[src/fba_pkg.sv]
// Shared types and constants of the frame bitmap allocator.
package fba_pkg;

    localparam int FRAME_W  = 12;
    localparam int REQ_W    = 3;
    localparam int STATUS_W = 2;
    localparam int CFG_W    = 8;
    localparam int ADDR_W   = 3;
    localparam int TDATA_W  = 16;

    localparam logic [CFG_W-1:0] WORDS_IN_USE_RESET = 8'd128;

    // register index taken from paddr[2]
    localparam logic REG_WORDS_IN_USE = 1'b0;

    localparam logic [REQ_W-1:0] REQ_MARK  = 3'd0;
    localparam logic [REQ_W-1:0] REQ_FREE  = 3'd1;
    localparam logic [REQ_W-1:0] REQ_TEST  = 3'd2;
    localparam logic [REQ_W-1:0] REQ_FIND  = 3'd3;
    localparam logic [REQ_W-1:0] REQ_ALLOC = 3'd4;

    localparam logic [STATUS_W-1:0] STATUS_OK       = 2'd0;
    localparam logic [STATUS_W-1:0] STATUS_NO_FREE  = 2'd1;
    localparam logic [STATUS_W-1:0] STATUS_RANGE    = 2'd2;

    typedef enum logic [2:0] {
        ST_CLEAR,
        ST_IDLE,
        ST_LOOK,
        ST_EXAM,
        ST_DONE
    } state_t;

    typedef struct packed {
        logic in_ready;
        logic accept;
        logic clear_wr;
        logic rd;
        logic exam;
        logic flag_range;
        logic flag_none;
        logic load_out;
    } ctrl_cmd_t;

    typedef struct packed {
        logic clear_last;
        logic frame_op;
        logic find_op;
        logic in_range;
        logic word_full;
        logic out_free;
    } dp_stat_t;

endpackage

[src/fba_ctrl.sv]
// Sequencing state machine of the frame bitmap allocator.
module fba_ctrl
(
    input  logic                clk,
    input  logic                rst_n,
    input  logic                in_valid,
    input  fba_pkg::dp_stat_t   stat,
    output fba_pkg::ctrl_cmd_t  cmd
);

    fba_pkg::state_t state_reg;
    fba_pkg::state_t state_next;

    always_ff @(posedge clk or negedge rst_n)
    begin
        if (!rst_n)
        begin
            state_reg <= fba_pkg::ST_CLEAR;
        end
        else
        begin
            state_reg <= state_next;
        end
    end

    always_comb
    begin
        state_next = state_reg;
        case (state_reg)
            fba_pkg::ST_CLEAR:
            begin
                if (stat.clear_last)
                begin
                    state_next = fba_pkg::ST_IDLE;
                end
            end
            fba_pkg::ST_IDLE:
            begin
                if (in_valid)
                begin
                    state_next = fba_pkg::ST_LOOK;
                end
            end
            fba_pkg::ST_LOOK:
            begin
                if ((stat.frame_op || stat.find_op) && stat.in_range)
                begin
                    state_next = fba_pkg::ST_EXAM;
                end
                else
                begin
                    state_next = fba_pkg::ST_DONE;
                end
            end
            fba_pkg::ST_EXAM:
            begin
                // full word during a search: move on to the next one
                if (stat.find_op && stat.word_full)
                begin
                    state_next = fba_pkg::ST_LOOK;
                end
                else
                begin
                    state_next = fba_pkg::ST_DONE;
                end
            end
            fba_pkg::ST_DONE:
            begin
                if (stat.out_free)
                begin
                    state_next = fba_pkg::ST_IDLE;
                end
            end
            default:
            begin
                state_next = fba_pkg::ST_CLEAR;
            end
        endcase
    end

    always_comb
    begin
        cmd = '0;
        case (state_reg)
            fba_pkg::ST_CLEAR:
            begin
                cmd.clear_wr = 1'b1;
            end
            fba_pkg::ST_IDLE:
            begin
                cmd.in_ready = 1'b1;
                cmd.accept   = in_valid;
            end
            fba_pkg::ST_LOOK:
            begin
                cmd.rd         = (stat.frame_op || stat.find_op) && stat.in_range;
                cmd.flag_range = stat.frame_op && !stat.in_range;
                cmd.flag_none  = stat.find_op && !stat.in_range;
            end
            fba_pkg::ST_EXAM:
            begin
                cmd.exam = 1'b1;
            end
            fba_pkg::ST_DONE:
            begin
                cmd.load_out = stat.out_free;
            end
            default:
            begin
                cmd = '0;
            end
        endcase
    end

endmodule

[config.mk]
export PLATFORM = sky130hd
export DESIGN_NAME = fba_ctrl
export DESIGN_NICKNAME = d
export VERILOG_FILES = /design/src/fba_pkg.sv /design/src/fba_ctrl.sv
export SDC_FILE = /design/constraint.sdc
export NUM_CORES = 1
export LEC_CHECK = 0
export ABC_AREA = 1
export BUFFER_PORTS_ARGS = -buffer_cell sky130_fd_sc_hd__buf_2
export CAP_MARGIN = 0
export CORE_AREA = 3 3 40 42
export DETAILED_ROUTE_END_ITERATION = 12
export DIE_AREA = 0 0 43 45
export GPL_ROUTABILITY_DRIVEN = 0
export RECOVER_POWER = 100
export SLEW_MARGIN = 20
export SYNTH_ARGS = -nofsm -noshare
export SYNTH_HDL_FRONTEND = slang
export SYNTH_SLANG_ARGS = --single-unit
[constraint.sdc]
create_clock -name clk -period 1.3 [get_ports clk]
set_clock_uncertainty 0.05 [all_clocks]
set_input_delay 0.13 -clock clk [delete_from_list [all_inputs] [get_ports clk]]
set_output_delay 0.13 -clock clk [all_outputs]
set_load 0.05 [all_outputs]
After elaboration in Yosys (flattened, before gate mapping) --
Index checks and enable logic that the tools add are counted.
Operators by class: eq/ne operators 7, mux-type cells 12, reduce and logical (&&, ||, !) cells 8
Operators by type and width (number):
- 3-bit 2-to-1 mux | 5
- 3-bit one-hot mux with 5 select lines | 1
- 3-bit by 2-bit equality test with 1-bit output (second input constant) | 2
- 2-bit != test (second input constant) | 3
- 1-bit logical AND | 4
- 1-bit 2-to-1 mux | 4
- 2-bit 2-to-1 mux | 2
- 3-bit by 1-bit equality test with 1-bit output (second input constant) | 1
- 3-bit equality test (second input constant) | 1
- 3-bit zero test | 1
- 3-bit AND reduction | 1
- 1-bit zero test | 1
- 1-bit logical OR | 1
Word-level totals: bits in registers 3, bits of input ports 9, output and inout bits 8

Longest topological paths before layout --
depth after elaboration 4, mapped depth 6, mapped depth without buffers 6

Worst setup path before layout --
Ideal clock, no wire load.
kind register to output, start point reg state_reg[1], end point out cmd[0] (netlist bit), arrival time 1.682 ns, data required time 1.120 ns, setup slack -0.562 ns, stages on the path, launching flop included 4, path buffers 0, cell sequence dfrtp_1 nor2_1 inv_1 nor3_1
RTL lines:
- start, declared | line fba_ctrl.sv:11 | fba_pkg::state_t state_reg;
- start signal, assigned | line fba_ctrl.sv:18 | state_reg <= fba_pkg::ST_CLEAR;
- start signal, assigned | line fba_ctrl.sv:22 | state_reg <= state_next;
- end, declared | line fba_ctrl.sv:8 | output fba_pkg::ctrl_cmd_t cmd

==> metrics <==
chip width=43 um; vias per inst=4.24; clock buffer depth=2; Setup Crit Path Kind=reg -> out; site row count=13; Slew headroom=61.1%; violated checks=negative setup slack; Storage cell area=77.6 sq um; LEAKAGE=0.287 nW; Reg clk slew, reported paths=0.04 ns; max_cap viols=0; CP max stage delay=0.40 ns; Syn Area/Cell=5.88 sq um; Setup-failing EPs final=7; clk_lat worst skew=0.23 ns; initial antenna violation count=0; sequential area share after synthesis=29.7%; Synth Warn #=0; Slowest-stage cell, CP=dfrtp_1; n_diodes=0; PortBufs=16; min-delay worst type=in -> reg; commonest cells after routing, fill and taps aside=nand2_1 (8), buf_6 (8), nor2_2 (7), buf_2 (7), buf_4 (7); wire length per cell=9.53 um; outcome=finished with violations; DRC=0; Worst Hold Path EP=state_reg[0]$_DFFE_PN0P_; Num CTS Buffers=3; DRT met1 WL=306 um; layout cell share with drive strength beyond 1=61.1%; Starting Density=19.7%; max reg flops=3; vias in the first global route=342; Distinct cells, synth=13; pwr dens=2720 nW/um^2; Reg2Reg Setup Slack=0.04 ns; Placed Area=372 sq um; Layout fillers=131; top post-synthesis cells by area=dfrtp_1 (30%), inv_1 (13%), nand2_1 (13%); Layout area overhead=113%; RSZ-0062 raised after global routing=true; worst r2r path cells=8; first-pass GRT wire length=1280 um; setup TNS=-0.464 ns; Root Buffer=clkbuf_4; crit path DAT=1.22 ns; CTS tree=yes; worst r2r dst=state_reg[1]$_DFFE_PN0P_; Top Ports=17; post-synthesis register bit count=3; cell count after synthesis=43; fin cells=87; worst path cell trace=inv_2, nand3b_1, nor2_2, buf_6; launch point of the worst reg-to-reg path=state_reg[0]$_DFFE_PN0P_; WP buf/inv=2; CP delay by family, top=flip-flops; top-area cell type share of the netlist area=29.7%; critical path startpoint=state_reg[2]$_DFFE_PN0P_; clk sinks=3; post-detailed-route count of antenna-violating nets=0; Final Core Density=42.0%; Startpoint Class=flop; worst-margin pin slew=0.577 ns; die area=1940 sq um; min-delay src=in_valid; Detailed Place HPWL=557 um; Multi-input gate area=173 sq um; routed vias=369; DR pass1 iterations=4; min Tclk post-route=1.40 ns; Peak VDD IR=1.20 mV; Total Wirelength=829 um; largest net degree at the start of global routing=7; endpoints failing hold=0; Hold Path Stages=4; Final WS setup=-0.101 ns; Crit. End Element=output port; Worst Path Required=1.12 ns; placed instance count=75; Max Clk Rate=714 MHz; Die Height=45 um; DR WL met3=44 um; dominant cell type by area after synthesis=dfrtp_1; Max FO, Critical Path=5; GR Util All Layers=8.86%; crit share post-route=108%; total global routing overflow=0; DR iter-0 viols=2; Syn Std Cell Area=253 sq um; met2 routed WL=478 um; highest metal used=met3; pre-CTS setup slack=0.0685 ns; CTS H-tree depth=1; fin. max-slew vios=0; Syn Nets=52; Core Region=1280 sq um; Final #Nets=82; Final Cell Area=539 sq um
[cells in the mapped netlist, drive strengths merged]
cell type / count
nand4: 1
nand3b: 1
nor3: 1
nand3: 5
nand2: 9
nor2: 10
dfrtp: 3
a21oi: 1
inv: 10
o21ai: 2
[final cells by class]
cell class / instances / share of cell area (%)
multi-input cells: 30 / 32.0
inverters: 10 / 6.96
flip-flops and latches: 3 / 14.4
well taps: 15 / 3.48
repair buffers: 25 / 38.3
clock buffers: 4 / 4.87
[layer usage]
metal | vias to the layer above | track usage [%]
li1 | 190 | -
met1 | 171 | 8.52
met2 | 8 | 15.9
met3 | 0 | 3.59
met4 | 0 | 5.42
met5 | - | 0
[stage by stage]
stage / hold slack (ns) / power [mW]
6_report: 0.122 / 1.47
2_1_floorplan: -0.216 / 0.764
4_1_cts: 0.120 / 1.31
3_5_place_dp: -0.121 / 0.932
3_3_place_gp: -0.122 / 0.930
5_1_grt: 0.146 / 1.58
[what timing repair did]
| action | in CTS | in global routing |
|---|---|---|
| gates cloned | 0 | 0 |
| pin swaps | 1 | 3 |
| hold endpoints to repair | 3 | 0 |
| resized for setup | 17 | 12 |
| setup buffers | 4 | 3 |
| endpoints found under the setup margin | 8 | 10 |
| hold buffers | 1 | 0 |
[worst reg2reg max path, delay by kind of cell (launching register included)]
kind                   cells  cell delay [ns]
and+or+nand+nor            5             0.39
DFF                        1             0.43
buffers and inverters      3             0.28
[worst max path at each step]
stage | to | slack [ns] | cells past startpoint
3_3_place_gp | cmd[4] | 0.06 | 4
6_report | cmd[6] | -0.10 | 4
5_1_grt | cmd[6] | -0.20 | 4
3_5_place_dp | cmd[4] | 0.07 | 4
2_1_floorplan | cmd[1] | -0.15 | 3
4_1_cts | cmd[0] | -0.09 | 4
[logic make-up after synthesis]
logic type | share of synthesized area [%]
simple gates | 49.5
flops | 29.7
compound gates | 5.94
buf+inv | 14.8
[power breakdown]
group	switching, mW	leakage [nW]	internal [mW]
Clock	0.0461	0.0150	0.115
Combinational	0.635	0.236	0.465
Sequential	0.0601	0.0360	0.144
No activity file was read; power rests on OpenSTA's default activity.
